<file path="src/hdl/bse_pkg.sv">
`default_nettype none
// ----------------------------------------------------------------------------
// bse_pkg: shared definitions of the bech32m string encoder
// Request and status codes, the command that crosses from the front to the
// back, the back's state type, and the checksum and charset functions.
// ----------------------------------------------------------------------------
package bse_pkg;

	// Defaults of the top-level parameters.
	localparam int DEF_MAX_PREFIX  = 83;
	localparam int DEF_MAX_SYMBOLS = 1024;

	// Prefix counts are carried in a field wide enough for the largest limit.
	localparam int CNT_W = 7;

	// Depth of the command queue between front and back.
	localparam int FIFO_DEPTH = 4;

	// Request codes of an input beat.
	localparam logic [1:0] REQ_PREFIX = 2'd0;
	localparam logic [1:0] REQ_DATA   = 2'd1;
	localparam logic [1:0] REQ_END    = 2'd2;
	localparam logic [1:0] REQ_NONE   = 2'd3;

	// Status codes of an output beat.
	localparam logic [2:0] STATUS_OK           = 3'd0;
	localparam logic [2:0] STATUS_EMPTY_PREFIX = 3'd1;
	localparam logic [2:0] STATUS_PREFIX_LONG  = 3'd2;
	localparam logic [2:0] STATUS_DATA_LONG    = 3'd3;
	localparam logic [2:0] STATUS_PREFIX_AFTER = 3'd4;

	// Characters with a fixed role.
	localparam logic [7:0] CHAR_UPPER_A = 8'h41;
	localparam logic [7:0] CHAR_UPPER_Z = 8'h5a;
	localparam logic [7:0] CASE_OFFSET  = 8'h20;
	localparam logic [7:0] CHAR_SEP     = 8'h31;
	localparam logic [7:0] CHAR_NONE    = 8'h00;

	// Checksum constants.
	localparam logic [29:0] CHECK_INIT = 30'h0000_0001;
	localparam logic [29:0] CHECK_XOR  = 30'h2bc8_30a3;
	localparam logic [29:0] GEN [5] = '{
		30'h3b6a_57b2, 30'h2650_8e6d, 30'h1ea1_19fa, 30'h3d42_33dd, 30'h2a14_62b3
	};

	// Symbol alphabet, first character in the top byte.
	localparam logic [255:0] CHARSET = "qpzry9x8gf2tvdw0s3jn54khce6mua7l";

	// Command operations.
	typedef enum logic [1:0] {
		CMD_PREFIX,
		CMD_DATA,
		CMD_END,
		CMD_ERROR
	} cmd_op_t;

	// One command from the front to the back.
	typedef struct packed {
		cmd_op_t          op;
		logic [7:0]       value;  // lower-cased prefix character or data byte
		logic             sep;    // emit the separator and replay the prefix first
		logic [CNT_W-1:0] plen;   // prefix store address or replay length
		logic [2:0]       status; // error code of an error command
	} cmd_t;

	// States of the back sequencer.
	typedef enum logic [3:0] {
		BK_IDLE,
		BK_PREFIX,
		BK_ERROR,
		BK_SEP,
		BK_REPLAY,
		BK_LOAD,
		BK_SYM,
		BK_PAD,
		BK_ZERO,
		BK_CHECK
	} bk_state_t;

	// One step of the GF(32) polymod.
	function automatic logic [29:0] bse_fold(input logic [29:0] acc, input logic [4:0] sym);
		logic [29:0] r;
		r = {acc[24:0], sym};
		for (int k = 0; k < 5; k++) begin
			if (acc[25 + k]) begin
				r = r ^ GEN[k];
			end
		end
		return r;
	endfunction

	// Character of a 5-bit symbol.
	function automatic logic [7:0] bse_char(input logic [4:0] s);
		return CHARSET[8 * (31 - int'(s)) +: 8];
	endfunction

endpackage
`default_nettype wire

</file>
<file path="src/hdl/bse_stream_if.sv">
`default_nettype none
// ----------------------------------------------------------------------------
// bse_stream_if: input and output channels of the bech32m string encoder
// Each channel carries valid, ready and its payload; a beat moves at a
// rising edge with valid and ready both high.
// ----------------------------------------------------------------------------
interface bse_in_if;
	logic       valid;
	logic       ready;
	logic [1:0] req_type;
	logic [7:0] value;

	modport source (output valid, output req_type, output value, input ready);
	modport sink (input valid, input req_type, input value, output ready);
endinterface

interface bse_out_if;
	logic       valid;
	logic       ready;
	logic [7:0] out_char;
	logic       last;
	logic [2:0] status;

	modport source (output valid, output out_char, output last, output status, input ready);
	modport sink (input valid, input out_char, input last, input status, output ready);
endinterface
`default_nettype wire

</file>
<file path="src/hdl/bse_front.sv">
`default_nettype none
// ----------------------------------------------------------------------------
// bse_front: request classifier
// Accepts input beats, tracks prefix length, phase, pending bit count and
// symbol count, detects the error cases and queues one command per prefix, data or end request.
// ----------------------------------------------------------------------------
module bse_front import bse_pkg::*; #(
	parameter int MAX_PREFIX  = DEF_MAX_PREFIX,
	parameter int MAX_SYMBOLS = DEF_MAX_SYMBOLS
) (
	input  logic     clk,
	input  logic     arst_n,
	bse_in_if.sink   in_ch,
	input  logic     fifo_full,
	output logic     push,
	output cmd_t     push_data
);

	localparam int SW   = $clog2(MAX_SYMBOLS + 1);
	localparam int SUMW = SW + 1;

	logic [CNT_W-1:0] pc_q, pc_d;
	logic             data_q, data_d;
	logic [2:0]       fb_q, fb_d;
	logic [SW-1:0]    sc_q, sc_d;
	logic             accept;
	logic [7:0]       lc;
	logic [3:0]       fb_plus;
	logic [1:0]       need;
	logic [SUMW-1:0]  sum;
	logic             fail;
	logic [2:0]       code;

	assign in_ch.ready = !fifo_full;
	assign accept      = in_ch.valid && in_ch.ready;

	// Lower casing of prefix characters and symbol demand of the request.
	always_comb begin
		lc      = (in_ch.value >= CHAR_UPPER_A && in_ch.value <= CHAR_UPPER_Z) ?
		          in_ch.value + CASE_OFFSET : in_ch.value;
		fb_plus = {1'b0, fb_q} + 4'd8;
		if (in_ch.req_type == REQ_DATA) begin
			need = (fb_q >= 3'd2) ? 2'd2 : 2'd1;
		end else begin
			need = (fb_q != 3'd0) ? 2'd1 : 2'd0;
		end
		sum = {1'b0, sc_q} + SUMW'(need);
	end

	// Classification and next values of the tracking state.
	always_comb begin
		pc_d      = pc_q;
		data_d    = data_q;
		fb_d      = fb_q;
		sc_d      = sc_q;
		fail      = 1'b0;
		code      = STATUS_OK;
		push      = 1'b0;
		push_data = '{op: CMD_ERROR, value: lc, sep: !data_q, plen: pc_q, status: STATUS_OK};
		unique case (in_ch.req_type) inside
			REQ_PREFIX: begin
				push = accept;
				if (data_q) begin
					fail = 1'b1;
					code = STATUS_PREFIX_AFTER;
				end else if (pc_q >= CNT_W'(MAX_PREFIX)) begin
					fail = 1'b1;
					code = STATUS_PREFIX_LONG;
				end else begin
					push_data.op = CMD_PREFIX;
					pc_d         = pc_q + 1'b1;
				end
			end
			REQ_DATA, REQ_END: begin
				push = accept;
				if (!data_q && pc_q == '0) begin
					fail = 1'b1;
					code = STATUS_EMPTY_PREFIX;
				end else if (sum > SUMW'(MAX_SYMBOLS)) begin
					fail = 1'b1;
					code = STATUS_DATA_LONG;
				end else if (in_ch.req_type == REQ_DATA) begin
					push_data.op    = CMD_DATA;
					push_data.value = in_ch.value;
					data_d          = 1'b1;
					fb_d            = (need == 2'd2) ? 3'(fb_plus - 4'd10) : 3'(fb_plus - 4'd5);
					sc_d            = sum[SW-1:0];
				end else begin
					push_data.op = CMD_END;
					pc_d         = '0;
					data_d       = 1'b0;
					fb_d         = '0;
					sc_d         = '0;
				end
			end
			REQ_NONE: begin
				push = 1'b0;
			end
			default: begin
				push = 1'b0;
			end
		endcase
		if (fail) begin
			push_data.op     = CMD_ERROR;
			push_data.status = code;
			pc_d             = '0;
			data_d           = 1'b0;
			fb_d             = '0;
			sc_d             = '0;
		end
	end

	// Tracking state advances on every accepted beat.
	always_ff @(posedge clk or negedge arst_n) begin
		if (!arst_n) begin
			pc_q   <= '0;
			data_q <= 1'b0;
			fb_q   <= '0;
			sc_q   <= '0;
		end else if (accept) begin
			pc_q   <= pc_d;
			data_q <= data_d;
			fb_q   <= fb_d;
			sc_q   <= sc_d;
		end
	end

endmodule
`default_nettype wire

</file>
<file path="src/hdl/bse_cmd_fifo.sv">
`default_nettype none
// ----------------------------------------------------------------------------
// bse_cmd_fifo: command queue
// A short first-in first-out queue of commands between front and back.
// ----------------------------------------------------------------------------
module bse_cmd_fifo import bse_pkg::*; (
	input  logic clk,
	input  logic arst_n,
	input  logic push,
	input  cmd_t push_data,
	output logic full,
	input  logic pop,
	output cmd_t pop_data,
	output logic empty
);

	localparam int PW = $clog2(FIFO_DEPTH);
	localparam int CW = $clog2(FIFO_DEPTH + 1);

	cmd_t          slot_q [FIFO_DEPTH];
	logic [PW-1:0] wptr_q;
	logic [PW-1:0] rptr_q;
	logic [CW-1:0] count_q;
	logic          do_push;
	logic          do_pop;

	assign full     = count_q == CW'(FIFO_DEPTH);
	assign empty    = count_q == '0;
	assign do_push  = push && !full;
	assign do_pop   = pop && !empty;
	assign pop_data = slot_q[rptr_q];

	// Pointers and fill count.
	always_ff @(posedge clk or negedge arst_n) begin
		if (!arst_n) begin
			wptr_q  <= '0;
			rptr_q  <= '0;
			count_q <= '0;
		end else begin
			if (do_push) begin
				wptr_q <= (wptr_q == PW'(FIFO_DEPTH - 1)) ? '0 : wptr_q + 1'b1;
			end
			if (do_pop) begin
				rptr_q <= (rptr_q == PW'(FIFO_DEPTH - 1)) ? '0 : rptr_q + 1'b1;
			end
			if (do_push && !do_pop) begin
				count_q <= count_q + 1'b1;
			end else if (do_pop && !do_push) begin
				count_q <= count_q - 1'b1;
			end
		end
	end

	// Queue storage.
	always_ff @(posedge clk) begin
		if (do_push) begin
			slot_q[wptr_q] <= push_data;
		end
	end

endmodule
`default_nettype wire

</file>
<file path="src/hdl/bse_back.sv">
`default_nettype none
// ----------------------------------------------------------------------------
// bse_back: encoding sequencer
// Carries out queued commands one at a time: echoes prefix characters, stores
// their low parts, replays the prefix into the polymod, regroups data into
// symbols, emits the checksum or an error beat through an output register.
// ----------------------------------------------------------------------------
module bse_back import bse_pkg::*; #(
	parameter int MAX_PREFIX = DEF_MAX_PREFIX
) (
	input  logic      clk,
	input  logic      arst_n,
	input  logic      fifo_empty,
	input  cmd_t      fifo_data,
	output logic      fifo_pop,
	bse_out_if.source out_ch
);

	localparam int AW = (MAX_PREFIX > 1) ? $clog2(MAX_PREFIX) : 1;

	bk_state_t        state_q, state_d;
	cmd_t             cmd_q;
	logic [29:0]      check_q;
	logic [11:0]      bacc_q;
	logic [3:0]       bcnt_q;
	logic [CNT_W-1:0] ridx_q;
	logic [2:0]       step_q;
	logic [4:0]       mem [MAX_PREFIX];
	logic [4:0]       rdata_q;
	logic             ovalid_q;
	logic [7:0]       ochar_q;
	logic             olast_q;
	logic [2:0]       ostat_q;
	logic             can_emit;
	logic             emit;
	logic [7:0]       e_char;
	logic             e_last;
	logic [2:0]       e_stat;
	logic             mem_we;
	logic             mem_re;
	logic [AW-1:0]    mem_raddr;
	logic [3:0]       rem;
	logic [4:0]       data_sym;
	logic [4:0]       pad_sym;
	logic             replay_done;

	assign can_emit    = !ovalid_q || out_ch.ready;
	assign rem         = bcnt_q - 4'd5;
	assign data_sym    = 5'(bacc_q >> rem);
	assign pad_sym     = 5'(bacc_q << (4'd5 - bcnt_q));
	assign replay_done = ridx_q == cmd_q.plen;

	assign out_ch.valid    = ovalid_q;
	assign out_ch.out_char = ochar_q;
	assign out_ch.last     = olast_q;
	assign out_ch.status   = ostat_q;

	// Next state.
	always_comb begin
		state_d = state_q;
		unique case (state_q)
			BK_IDLE: begin
				if (!fifo_empty) begin
					unique case (fifo_data.op)
						CMD_PREFIX: state_d = BK_PREFIX;
						CMD_ERROR:  state_d = BK_ERROR;
						CMD_DATA:   state_d = fifo_data.sep ? BK_SEP : BK_LOAD;
						CMD_END:    state_d = fifo_data.sep ? BK_SEP : BK_PAD;
						default:    state_d = BK_ERROR;
					endcase
				end
			end
			BK_PREFIX, BK_ERROR: begin
				if (can_emit) begin
					state_d = BK_IDLE;
				end
			end
			BK_SEP: begin
				if (can_emit) begin
					state_d = BK_REPLAY;
				end
			end
			BK_REPLAY: begin
				if (replay_done) begin
					state_d = (cmd_q.op == CMD_DATA) ? BK_LOAD : BK_PAD;
				end
			end
			BK_LOAD: state_d = BK_SYM;
			BK_SYM: begin
				if (can_emit && rem < 4'd5) begin
					state_d = BK_IDLE;
				end
			end
			BK_PAD: begin
				if (bcnt_q == 4'd0 || can_emit) begin
					state_d = BK_ZERO;
				end
			end
			BK_ZERO: begin
				if (step_q == 3'd5) begin
					state_d = BK_CHECK;
				end
			end
			BK_CHECK: begin
				if (can_emit && step_q == 3'd5) begin
					state_d = BK_IDLE;
				end
			end
			default: state_d = BK_IDLE;
		endcase
	end

	// Outputs of each state: emitted beat, queue pop and store access.
	always_comb begin
		emit      = 1'b0;
		e_char    = CHAR_NONE;
		e_last    = 1'b0;
		e_stat    = STATUS_OK;
		fifo_pop  = 1'b0;
		mem_we    = 1'b0;
		mem_re    = 1'b0;
		mem_raddr = '0;
		unique case (state_q)
			BK_IDLE: fifo_pop = !fifo_empty;
			BK_PREFIX: begin
				emit   = can_emit;
				e_char = cmd_q.value;
				mem_we = can_emit;
			end
			BK_ERROR: begin
				emit   = can_emit;
				e_last = 1'b1;
				e_stat = cmd_q.status;
			end
			BK_SEP: begin
				emit   = can_emit;
				e_char = CHAR_SEP;
				mem_re = can_emit;
			end
			BK_REPLAY: begin
				mem_re    = !replay_done;
				mem_raddr = ridx_q[AW-1:0];
			end
			BK_LOAD: emit = 1'b0;
			BK_SYM: begin
				emit   = can_emit;
				e_char = bse_char(data_sym);
			end
			BK_PAD: begin
				emit   = can_emit && bcnt_q != 4'd0;
				e_char = bse_char(pad_sym);
			end
			BK_ZERO: emit = 1'b0;
			BK_CHECK: begin
				emit   = can_emit;
				e_char = bse_char(check_q[29:25]);
				e_last = step_q == 3'd5;
			end
			default: emit = 1'b0;
		endcase
	end

	// Sequencer state, polymod, bit regrouping and output valid.
	always_ff @(posedge clk or negedge arst_n) begin
		if (!arst_n) begin
			state_q  <= BK_IDLE;
			check_q  <= CHECK_INIT;
			bacc_q   <= '0;
			bcnt_q   <= '0;
			ridx_q   <= '0;
			step_q   <= '0;
			ovalid_q <= 1'b0;
		end else begin
			state_q <= state_d;
			if (emit) begin
				ovalid_q <= 1'b1;
			end else if (out_ch.ready) begin
				ovalid_q <= 1'b0;
			end
			unique case (state_q)
				BK_IDLE: ridx_q <= ridx_q;
				BK_PREFIX: begin
					if (can_emit) begin
						check_q <= bse_fold(check_q, {2'b00, cmd_q.value[7:5]});
					end
				end
				BK_ERROR: begin
					if (can_emit) begin
						check_q <= CHECK_INIT;
						bcnt_q  <= '0;
					end
				end
				BK_SEP: begin
					if (can_emit) begin
						check_q <= bse_fold(check_q, 5'd0);
						ridx_q  <= CNT_W'(1);
					end
				end
				BK_REPLAY: begin
					check_q <= bse_fold(check_q, rdata_q);
					ridx_q  <= ridx_q + 1'b1;
				end
				BK_LOAD: begin
					bacc_q <= {bacc_q[3:0], cmd_q.value};
					bcnt_q <= bcnt_q + 4'd8;
				end
				BK_SYM: begin
					if (can_emit) begin
						check_q <= bse_fold(check_q, data_sym);
						bcnt_q  <= rem;
					end
				end
				BK_PAD: begin
					if (bcnt_q != 4'd0 && can_emit) begin
						check_q <= bse_fold(check_q, pad_sym);
					end
					if (bcnt_q == 4'd0 || can_emit) begin
						bcnt_q <= '0;
						step_q <= '0;
					end
				end
				BK_ZERO: begin
					if (step_q == 3'd5) begin
						check_q <= bse_fold(check_q, 5'd0) ^ CHECK_XOR;
						step_q  <= '0;
					end else begin
						check_q <= bse_fold(check_q, 5'd0);
						step_q  <= step_q + 1'b1;
					end
				end
				BK_CHECK: begin
					if (can_emit) begin
						if (step_q == 3'd5) begin
							check_q <= CHECK_INIT;
							step_q  <= '0;
						end else begin
							check_q <= {check_q[24:0], 5'd0};
							step_q  <= step_q + 1'b1;
						end
					end
				end
				default: ridx_q <= ridx_q;
			endcase
		end
	end

	// Command register and output payload.
	always_ff @(posedge clk) begin
		if (fifo_pop) begin
			cmd_q <= fifo_data;
		end
		if (emit) begin
			ochar_q <= e_char;
			olast_q <= e_last;
			ostat_q <= e_stat;
		end
	end

	// Store of the low parts of the prefix characters.
	always_ff @(posedge clk) begin
		if (mem_we) begin
			mem[cmd_q.plen[AW-1:0]] <= cmd_q.value[4:0];
		end
		if (mem_re) begin
			rdata_q <= mem[mem_raddr];
		end
	end

endmodule
`default_nettype wire

</file>
<file path="src/hdl/bech32m_string_encoder_top.sv">
`default_nettype none
// ----------------------------------------------------------------------------
// bech32m_string_encoder_top: streaming bech32m string encoder
// Turns a stream of prefix characters, data bytes and end markers into the
// characters of a bech32m string with its checksum.
// ----------------------------------------------------------------------------
//
//  Channel  Role    Payload                     Beat
//  in_ch    sink    req_type[1:0], value[7:0]   one request
//  out_ch   source  out_char[7:0], last, status  one character or error
//
// A prefix character is popped and echoed; a data byte is popped, loaded
// and sent as one or two symbols; the first data or end item first emits
// the separator and replays the prefix through the single store read port.
// An end item emits a pad symbol if bits remain, runs six zero steps and
// sends six checksum characters. A 4-entry command queue lets the front keep
// accepting while the back works or the output stalls. Reset clears all
// control state; the prefix store needs no clearing.
//
module bech32m_string_encoder_top import bse_pkg::*; #(
	parameter int MAX_PREFIX  = DEF_MAX_PREFIX,
	parameter int MAX_SYMBOLS = DEF_MAX_SYMBOLS
) (
	input  logic      clk,
	input  logic      arst_n,
	bse_in_if.sink    in_ch,
	bse_out_if.source out_ch
);

	logic push;
	cmd_t push_data;
	logic full;
	logic pop;
	cmd_t pop_data;
	logic empty;

	// Front: classifies requests into commands.
	bse_front #(
		.MAX_PREFIX  (MAX_PREFIX),
		.MAX_SYMBOLS (MAX_SYMBOLS)
	) u_front (
		.clk       (clk),
		.arst_n    (arst_n),
		.in_ch     (in_ch),
		.fifo_full (full),
		.push      (push),
		.push_data (push_data)
	);

	// Queue between front and back.
	bse_cmd_fifo u_fifo (
		.clk       (clk),
		.arst_n    (arst_n),
		.push      (push),
		.push_data (push_data),
		.full      (full),
		.pop       (pop),
		.pop_data  (pop_data),
		.empty     (empty)
	);

	// Back: emits the characters.
	bse_back #(
		.MAX_PREFIX (MAX_PREFIX)
	) u_back (
		.clk        (clk),
		.arst_n     (arst_n),
		.fifo_empty (empty),
		.fifo_data  (pop_data),
		.fifo_pop   (pop),
		.out_ch     (out_ch)
	);

endmodule
`default_nettype wire

</file>
<file path="src/flat_wrapper.sv">
// flat-port wrapper written by rule: the top's interface ports become plain ports
module bech32m_string_encoder_top_flat import bse_pkg::*;
#(
	parameter int MAX_PREFIX  = DEF_MAX_PREFIX,
	parameter int MAX_SYMBOLS = DEF_MAX_SYMBOLS
)
  (clk, arst_n, in_ch_valid, in_ch_req_type, in_ch_value, in_ch_ready, out_ch_valid, out_ch_out_char, out_ch_last, out_ch_status, out_ch_ready);
  bse_in_if in_ch_i ();
  bse_out_if out_ch_i ();
  input  logic clk;
  input  logic arst_n;
  input wire logic [$bits(in_ch_i.valid)-1:0] in_ch_valid;
  input wire logic [$bits(in_ch_i.req_type)-1:0] in_ch_req_type;
  input wire logic [$bits(in_ch_i.value)-1:0] in_ch_value;
  output wire logic [$bits(in_ch_i.ready)-1:0] in_ch_ready;
  output wire logic [$bits(out_ch_i.valid)-1:0] out_ch_valid;
  output wire logic [$bits(out_ch_i.out_char)-1:0] out_ch_out_char;
  output wire logic [$bits(out_ch_i.last)-1:0] out_ch_last;
  output wire logic [$bits(out_ch_i.status)-1:0] out_ch_status;
  input wire logic [$bits(out_ch_i.ready)-1:0] out_ch_ready;
  assign in_ch_i.valid = in_ch_valid;
  assign in_ch_i.req_type = in_ch_req_type;
  assign in_ch_i.value = in_ch_value;
  assign in_ch_ready = in_ch_i.ready;
  assign out_ch_valid = out_ch_i.valid;
  assign out_ch_out_char = out_ch_i.out_char;
  assign out_ch_last = out_ch_i.last;
  assign out_ch_status = out_ch_i.status;
  assign out_ch_i.ready = out_ch_ready;
  bech32m_string_encoder_top #(.MAX_PREFIX(MAX_PREFIX), .MAX_SYMBOLS(MAX_SYMBOLS)) u_core (.clk(clk), .arst_n(arst_n), .in_ch(in_ch_i), .out_ch(out_ch_i));
endmodule
</file>
<file path="config.mk">
export PLATFORM = sky130hd
export DESIGN_NAME = bech32m_string_encoder_top_flat
export DESIGN_NICKNAME = d
export VERILOG_FILES = /design/src/hdl/bse_pkg.sv /design/src/hdl/bse_stream_if.sv /design/src/hdl/bse_front.sv /design/src/hdl/bse_cmd_fifo.sv /design/src/hdl/bse_back.sv /design/src/hdl/bech32m_string_encoder_top.sv /design/src/flat_wrapper.sv
export SDC_FILE = /design/constraint.sdc
export NUM_CORES = 1
export LEC_CHECK = 0
export BUFFER_PORTS_ARGS = -buffer_cell sky130_fd_sc_hd__buf_2
export CORE_ASPECT_RATIO = 0.6
export CORE_MARGIN = 2
export CORE_UTILIZATION = 40
export DETAILED_ROUTE_END_ITERATION = 16
export GPL_TIMING_DRIVEN = 0
export SKIP_LAST_GASP = 1
export SLEW_MARGIN = 10
export SYNTH_ARGS = -nofsm -noshare
export SYNTH_HDL_FRONTEND = slang
export SYNTH_HIERARCHICAL = 1
export SYNTH_SLANG_ARGS = --single-unit
</file>
<file path="constraint.sdc">
create_clock -name clk -period 5.2 [get_ports clk]
set_input_delay 1.04 -clock clk [delete_from_list [all_inputs] [get_ports clk]]
set_output_delay 1.04 -clock clk [all_outputs]
set_load 0.02 [all_outputs]
</file>
Word level (Yosys, flattened, before mapping)
Memories as Yosys holds them, arrays and structs flattened. A register that Yosys moved wholly into a read port is not among the register bits.
Cells that the tools add are included.
{"block": "op_classes", "addsub": 18, "mul": 0, "div_mod_pow": 0, "magnitude_cmp": 6, "n_eq_ne": 41, "shifts": 5, "mux": 183, "bitwise_logic": 34, "n_reduce_logical": 46}
{"op": "$mux 30", "count": 88}
{"op": "$shiftx 256x9->8 const A", "count": 3}
{"op": "$pmux 30 s8", "count": 1}
{"op": "$mux 29", "count": 7}
{"op": "$not 17->17", "count": 7}
{"op": "$not 16->16", "count": 7}
{"op": "$not 13->13", "count": 8}
{"op": "$not 14->14", "count": 7}
{"op": "$not 18->18", "count": 5}
{"op": "$mux 7", "count": 8}
{"op": "$mux 11", "count": 5}
{"op": "$mux 3", "count": 15}
{"op": "$mux 4", "count": 10}
{"op": "$pmux 8 s5", "count": 1}
{"op": "$pmux 4 s9", "count": 1}
{"op": "$pmux 4 s4", "count": 2}
{"op": "$ne 2x2->1 const B", "count": 15}
{"op": "$pmux 7 s2", "count": 2}
{"op": "$mux 2", "count": 12}
{"op": "$mux 8", "count": 3}
{"op": "$mux 10", "count": 2}
{"op": "$mux 1", "count": 19}
{"op": "$sub 5x5->6 const A", "count": 3}
{"op": "$eq 4x3->1 const B", "count": 4}
{"op": "50 further kinds", "count": 98}
{"block": "word_totals", "ff_bits": 122, "latchBits": 0, "ram_bits": 499, "romBits": 0, "input_bits": 14, "out_inout_bits": 14, "elab_cells": 356, "mem_count": 2}
{"name": "u_core.u_back.mem", "words": 83, "word_bits": 5, "rd": 1, "rd_ports_with_merged_regs": 1, "wr": 1, "line_no": "bse_back.sv:28", "text": "logic [4:0] mem [MAX_PREFIX];"}
{"name": "u_core.u_fifo.slot_q", "words": 4, "word_bits": 21, "rd": 1, "rd_ports_with_merged_regs": 0, "wr": 1, "line_no": "bse_cmd_fifo.sv:20", "text": "cmd_t slot_q [FIFO_DEPTH];"}

Logic depth before layout (Yosys ltp)
Gate-level depths: netlist of run 1.
{"block": "logic_depth", "depth_word": 23, "depth_mapped": 19, "ltp_nobuf": 17}

Modules after synthesis
Netlist of run 1, hierarchy kept.
{"mod": "bse_back", "n_inst": 1, "cells_per_inst": 1665, "area_per_inst_um2": 22968.3, "seq_area_each_um2": 15100.7}
{"mod": "bse_cmd_fifo", "n_inst": 1, "cells_per_inst": 147, "area_per_inst_um2": 3495.9, "seq_area_each_um2": 2697.6}
{"mod": "bse_front", "n_inst": 1, "cells_per_inst": 235, "area_per_inst_um2": 1889.3, "seq_area_each_um2": 550.5}

Worst setup path before layout of run 1
OpenSTA, ideal clock, no wires.
{"block": "synth_path", "path_kind": "register to register", "from": "reg u_core.u_back.state_q[2]", "to": "reg u_core.u_fifo.count_q[1]", "setup_ns": 0.128, "arrival_time_ns": 4.498, "t_required_ns": 5.072, "path_slack_ns": 0.574, "path_stages_with_launch": 10, "path_buffers": 3, "synth_period_minus_slack_ns": 4.626, "cell_sequence": "dfrtp_1 buf_2 clkbuf_1 buf_1 nor4_1 o31ai_2 ha_1 inv_1 fa_1 mux2_1"}
{"block": "synth_between", "elab_chain_len": 6, "word_cells_on_any_way": 8, "classes_between": "mux: 2; reduce/logical: 6"}
{"element": "start, declared", "line_no": "bse_back.sv:21", "text": "bk_state_t state_q, state_d;"}
{"element": "start signal, assigned", "line_no": "bse_back.sv:174", "text": "state_q <= state_d;"}
{"element": "$logic_not 4->1 *", "line_no": "bse_back.sv:123", "text": "unique case (state_q)"}
{"element": "$mux 1 *", "line_no": "bse_back.sv:123"}
{"element": "named net u_core.pop", "line_no": "bech32m_string_encoder_top.sv:33", "text": "logic pop;"}
{"element": "$logic_and 1x1->1 *", "line_no": "bse_cmd_fifo.sv:30", "text": "assign do_pop = pop && !empty;"}
{"element": "$logic_not 1->1", "line_no": "bse_cmd_fifo.sv:46", "text": "if (do_push && !do_pop) begin"}
{"element": "$logic_and 1x1->1", "line_no": "bse_cmd_fifo.sv:46"}
{"element": "$mux 3 / $reduce_bool 2->1 (equally long branches)"}
{"element": "end signal, assigned", "line_no": "bse_cmd_fifo.sv:47", "text": "count_q <= count_q + 1'b1;"}
{"element": "end signal, assigned", "line_no": "bse_cmd_fifo.sv:49", "text": "count_q <= count_q - 1'b1;"}
{"element": "end, declared", "line_no": "bse_cmd_fifo.sv:23", "text": "logic [CW-1:0] count_q;"}
Mark *: on every way through the listed nets, which the timed path passes. The rest lies on a longest branch.
A chain may end at the register's enable or synchronous reset.

==> metrics.cfg, run 1 <==
[grt]
antenna_found_initial = 0
grt_util_all_layers = 0.210
grt_pass1_wl_um = 115000
grt_overflow_total = 0
grt_max_degree = 47
grt_pass1_vias = 17942

[setup_path]
r2r.worst_path.cells = 15
startpoint_type = input port
worstPathMaxFanout = 7
worstPathArrival_ps = 4830
critPathRequiredTime_ps = 5510
critPathCaptureType = register
crit_type = in2reg

[synth]
async_flop_share = 0.144
ys_top_cells_by_area = edfxtp_1 57%, dfrtp_1 7.9%, mux4_2 6.0%
syn-mean-instance-area_um2 = 13.9
ys_seq_elements = 626
synth.distinct_cells = 97
yosysTopAreaCell = edfxtp_1
yosys_warnings = 6
synth_most_common_cell = edfxtp_1
synthTopCellsByCount = 536 x edfxtp_1, 173 x nor2_1, 160 x nand2_1, 118 x o21ai_0, 99 x a21oi_1
syn-num-nets = 2087
synth_edf_count = 536
ys_seq_area_frac = 0.647
yosysTopAreaCellShare = 0.568
synth_area_mm2 = 0.0284
synth_ff_type = edfxtp_1
syn_inst = 2047

[cells_and_area]
drive_gt1_frac = 0.156
multi_input_area_mm2 = 0.00921
regArea_mm2 = 0.0183
insertedDiodeCount = 0
area_growth_syn_to_layout_pct = 13.0
stdcell_count = 3125
fillerInstances = 6137
num-nets-final = 2197

[cts]
insertion_delay_ps = 630
ctsResizeCount = 0
post-cts-setup-buffers = 0
cts-root-buf = clkbuf_16
clk_path_buf_depth = 3
cts_hold_buffers = 0
htree_levels = 2
cts_tree = yes
path_clk_slew_ps = 70
clock_sinks = 626
cts_made_buffers = 56

[drt]
detail_route.wirelength_um = 76900
antenna_left = 0
routedWlPerCell_um = 24.6
drtIter0Drc = 2146
avgViaCountPerCell = 5.95
vias = 18588
dr.pass1.iters = 6
route.detailed.drc = 0

[floorplan]
fp.dieH_um = 210
num_io_pins = 28
rows = 75
initial_core_util = 0.405
dieWidth_um = 348
coreArea_mm2 = 0.0700
dieArea_mm2 = 0.0731

[timing]
hold_violations = 0
final.setup_skew_ps = 20.3
period_needed_ps = 4520
period_share = 0.869
slew_violations = 0
tightest_slew_ps = 1250
rsz0062_at_grt = false
fmax_mhz = 221
slew_headroom = 0.163
setup_violations = 0

[power_and_ir_drop]
leakagePower_uw = 0.0108
power_uw = 19900
peakVddDrop_v = 0.000373
power_density_mw_per_mm2 = 620

[min_path]
min_path_type = in2async

[placed_design]
hpwl_um = 54800
io_buffers = 27
dp.cells = 3023
place_congestion = 0.923

[status]
outcome = complete, no violations

[job]
drv_cap = 0

-- sequential cells by signal, summed over array words and instances (netlist names), 3 cells and up --
name	flops
u_core/u_back/bacc_q	12
u_core/u_back/bcnt_q	4
u_core/u_back/check_q	30
u_core/u_back/cmd_q	20
u_core/u_back/mem	415
u_core/u_back/out_ch.out_char	8
u_core/u_back/out_ch.status	3
u_core/u_back/rdata_q	5
u_core/u_back/ridx_q	7
u_core/u_back/state_q	4
u_core/u_back/step_q	3
u_core/u_fifo/count_q	3
u_core/u_fifo/slot_q	84
u_core/u_front/fb_q	3
u_core/u_front/pc_q	7
u_core/u_front/sc_q	11
-- metal layers --
| layer | part of all wire | vias up | routed length, µm | global-route usage |
|---|---|---|---|---|
| li1 | - | 8149 | - | - |
| met5 | 0 | - | 0 | 0 |
| met3 | 0.12 | 84 | 9320 | 0.0700 |
| met2 | 0.39 | 917 | 30100 | 0.275 |
| met1 | 0.47 | 9438 | 36500 | 0.336 |
| met4 | 0.013 | 0 | 976 | 0.0349 |
-- worst max-delay path: stages --
cell and delay [ps]:
buf_2 100, inv_1 60, ha_1 270, nand2_1 200
inv_1 130, a21oi_1 150, ha_1 200, inv_1 70
fa_1 490, nor4b_1 310, a21oi_1 150, a2111oi_2 510
a31oi_1 350, o31ai_1 550, o21bai_1 260
-- per-stage QoR --
step | util | TNS (ps) | worst slack [ps] | instance area [µm²] | hold WS (ps)
floorplan | - | 0 | 574 | 28400 | 454
global placement | 0.423 | -3820 | -1200 | 29600 | 478
detailed placement | 0.431 | 0 | 87.0 | 30200 | 486
CTS | 0.458 | 0 | 718 | 32000 | 413
global route | 0.458 | 0 | 240 | 32000 | 454
finish | 0.458 | 0 | 681 | 32000 | 427
-- cells in the final DEF, fill, tap and decap left out, types with 13 or more instances in the layout --
master and instances:
buf_16 13, xor2_1 28, a31oi_1 25, inv_1 39, edfxtp_1 536, buf_4 14
dfrtp_1 89, a221oi_1 17, clkbuf_16 58, o221ai_1 35, buf_1 14, mux4_2 76
xnor2_1 40, nor3_1 26, nand2_1 160, buf_2 56, and3_1 15, mux2_2 42
ha_1 24, o211ai_1 24, nor2b_1 14, o22ai_1 44, clkbuf_1 80, mux2i_1 39
nor2_1 172, o21ai_0 118, nand3_1 56, a21oi_1 99
-- path summary, 6_finish.rpt --
path | start | end | slack (ps)
setup / recovery | in_ch_req_type[1] | u_core/u_fifo/slot_q[3][18]$_DFFE_PP_ | 680
hold / removal | arst_n | u_core/u_back/bacc_q[10]$_DFFE_PN0P_ | 430
setup reg to reg | u_core/u_front/fb_q[1]$_DFFE_PN0P_ | u_core/u_fifo/slot_q[3][18]$_DFFE_PP_ | 710
hold reg to reg | u_core/u_front/sc_q[0]$_DFFE_PN0P_ | u_core/u_front/sc_q[0]$_DFFE_PN0P_ | 490
max in group asynchronous | arst_n | u_core/u_front/sc_q[9]$_DFFE_PN0P_ | 4020
min in group clk | u_core/u_front/sc_q[0]$_DFFE_PN0P_ | u_core/u_front/sc_q[0]$_DFFE_PN0P_ | 490
-- logic make-up (layout without fill, tap and decap cells) --
| kind of cell | Yosys count | in the layout | synth area share |
|---|---|---|---|
| buffers and inverters | 175 | 329 | 0.0285 |
| AO/OA/AOI/OAI | 457 | 457 | 0.106 |
| AND/OR/NAND/NOR | 527 | 527 | 0.0876 |
| multiplexers | 166 | 166 | 0.0963 |
| adder cells (fa/ha/maj) | 27 | 27 | 0.0124 |
| XOR/XNOR | 69 | 69 | 0.0216 |
| flip-flops | 626 | 626 | 0.647 |
-- where the power goes --
| part | total [µW] | switching (µW) | leakage [µW] | internal, µW |
|---|---|---|---|---|
| Clock | 4300 | 1880 | 0.000915 | 2420 |
| Sequential | 7140 | 554 | 0.00599 | 6590 |
| Combinational | 8440 | 5310 | 0.00385 | 3140 |
| Total | 19900 | 7740 | 0.0108 | 12100 |
-- area by class of cell --
type	instances	share of cell area
Buffer	134	0.0204
Clock buffer	71	0.0474
Clock inverter	31	0.0109
Inverter	41	0.00480
Multi-Input combinational cell	1246	0.287
Sequential cell	626	0.573
Tap cell	924	0.0361
Timing Repair Buffer	52	0.0203
Note: power is estimated with default switching activity, not from simulation.
==> run 2, diff against run 1 <==
--- a/config.mk
+++ b/config.mk
@@ -5,12 +5,13 @@
 export SDC_FILE = /design/constraint.sdc
 export NUM_CORES = 1
 export LEC_CHECK = 0
-export BUFFER_PORTS_ARGS = -buffer_cell sky130_fd_sc_hd__buf_2
+export BUFFER_PORTS_ARGS = -buffer_cell sky130_fd_sc_hd__buf_4
 export CORE_ASPECT_RATIO = 0.6
 export CORE_MARGIN = 2
-export CORE_UTILIZATION = 40
+export CORE_UTILIZATION = 55
 export DETAILED_ROUTE_END_ITERATION = 16
 export GPL_TIMING_DRIVEN = 0
+export PLACE_DENSITY = 0.71
 export SKIP_LAST_GASP = 1
 export SLEW_MARGIN = 10
 export SYNTH_ARGS = -nofsm -noshare
==> run 2 against run 1 <==
  * Critical path depth unchanged
  * Power down 1.9%
  * Sequential power about the same
  * Fmax up 1.5%
  * Setup slack better by 65 ps
  * Design area down 1.2%
  * Hold slack worse by 150 ps
  * Wire length down 4.7%
==> metrics.cfg, run 2 (synthesis gave the netlist of run 1 again) <==
[drt]
drtIter0Drc = 2590
antenna_left = 0
detail_route.wirelength_um = 73300
vias = 18877
dr.pass1.iters = 6
routedWlPerCell_um = 25.4
avgViaCountPerCell = 6.54
route.detailed.drc = 0

[setup_path]
r2r_end = u_core/u_fifo/slot_q[0][18]$_DFFE_PP_
critPathCaptureType = register
critPathMaxStageDelay_ps = 570
crit_slowest_cell = o31ai_1
startpoint_type = input port
timing.rr.start = u_core/u_front/fb_q[1]$_DFFE_PN0P_
worstPathArrival_ps = 4750
cp_top_family = compound AO/OA/AOI/OAI gates
worstPathMaxFanout = 7
rrSetupSlack_ps = 760
r2r.worst_path.cells = 15
crit_type = in2reg
cp.buffers_inverters = 4
critPathRequiredTime_ps = 5490
path_cells = buf_4 > inv_1 > ha_1 > nand2_1 > inv_1 > a21oi_1 > ha_1 > inv_1 > fa_1 > nor4b_1 > a21oi_1 > a2111oi_2 > a31oi_1 > o31ai_1 > o21bai_1
cp_common_cell = inv_1

[grt]
antenna_found_initial = 0
grt_util_all_layers = 0.274
grt_overflow_total = 0
grt_pass1_vias = 17927
grt_pass1_wl_um = 111000
grt_max_degree = 91

[timing]
slew_violations = 0
tightest_slew_ps = 1180
final.setup.tns_ps = 0
timing.hold.ws_ps = 279
period_share = 0.857
final.setup_skew_ps = 16.6
slew_headroom = 0.213
setup_violations = 0
period_needed_ps = 4450
hold_violations = 0
rsz0062_at_grt = false
fmax_mhz = 225

[cts]
cts_made_buffers = 54
post-cts-setup-buffers = 0
clk_path_buf_depth = 3
cts_hold_buffers = 0
htree_levels = 2
cts_tree = yes
ctsResizeCount = 0
cts-root-buf = clkbuf_16
insertion_delay_ps = 610
clock_sinks = 626
path_clk_slew_ps = 60

[cells_and_area]
fillerInstances = 3807
final_common_cell = edfxtp_1
stdcell_count = 2886
layout.cells.most_common_list = 536 x edfxtp_1, 171 x nor2_1, 160 x nand2_1
largest_reg_flops = 415
design_area_mm2 = 0.0317
post-route-util = 0.621
num-nets-final = 2191
drive_gt1_frac = 0.155
insertedDiodeCount = 0
area_growth_syn_to_layout_pct = 11.6

[floorplan]
num_io_pins = 28
initial_core_util = 0.557
rows = 64
dieWidth_um = 297
dieArea_mm2 = 0.0534
fp.dieH_um = 180
coreArea_mm2 = 0.0509

[power_and_ir_drop]
leakagePower_uw = 0.0107
power_density_mw_per_mm2 = 616
peakVddDrop_v = 0.000374

[job]
drv_cap = 0

[min_path]
min_path_type = in2async

[status]
outcome = complete, no violations

[placed_design]
place_area_mm2 = 0.0298
io_buffers = 27
dp.cells = 2787
hpwl_um = 51100
place_congestion = 0.974

==> run 2: changes by cell type in the layout (fill, tap and decap cells not counted), moves of 2 or more <==
cell / before / now
buf_16: 13 / 11
inv_6: 5 / 1
clkbuf_16: 58 / 56
nor2_2: 0 / 2
bufinv_16: 7 / 5
buf_4: 14 / 40
buf_2: 56 / 29
clkinv_2: 7 / 14
buf_8: 10 / 8
clkinv_1: 9 / 6
==> run 2: area by class of cell <==
cell class	count	area (µm²)	share of cell area
buffer	134	654	0.0207
clock inverter	29	297	0.00937
sequential	626	18300	0.580
multi-input combinational	1246	9210	0.291
inverter	41	154	0.00486
timing repair buffer	48	637	0.0201
tap	693	867	0.0274
clock buffer	69	1480	0.0468
==> run 2: worst max path at each step <==
stage	slack (ps)	cells past startpoint	start	end
after floorplan	570	9	u_core/u_back/state_q[2]$_DFFE_PN0P_	u_core/u_fifo/count_q[1]$_DFFE_PN0P_
after global placement	-860	9	u_core/u_back/state_q[2]$_DFFE_PN0P_	u_core/u_fifo/count_q[1]$_DFFE_PN0P_
after detailed placement	130	14	in_ch_req_type[0]	u_core/u_fifo/slot_q[0][18]$_DFFE_PP_
after CTS	750	15	u_core/u_front/fb_q[1]$_DFFE_PN0P_	u_core/u_fifo/slot_q[0][18]$_DFFE_PP_
after global routing	370	15	u_core/u_front/fb_q[1]$_DFFE_PN0P_	u_core/u_fifo/slot_q[0][18]$_DFFE_PP_
final	750	15	in_ch_req_type[1]	u_core/u_fifo/slot_q[0][18]$_DFFE_PP_
==> run 2: routing by layer <==
metal	vias up	GRT usage	part of all wire
li1	8144	-	-
met4	0	0.0552	0.018
met1	9516	0.439	0.44
met3	119	0.0862	0.13
met2	1098	0.366	0.41
met5	-	0	0
==> run 2: where the power goes <==
part           switching [µW]  internal, µW  leakage, µW  total [µW]
logic                    5190          3110      0.00384        8300
clock network            1800          2260     0.000875        4060
registers                 562          6590      0.00599        7150
total                    7550         12000       0.0107       19500
==> run 2: stage by stage <==
stage	setup WS, ps	total power, µW
after global placement	-862	14800
final	746	19500
after CTS	749	19400
after detailed placement	130	15300
after global routing	370	20500
after floorplan	574	12600
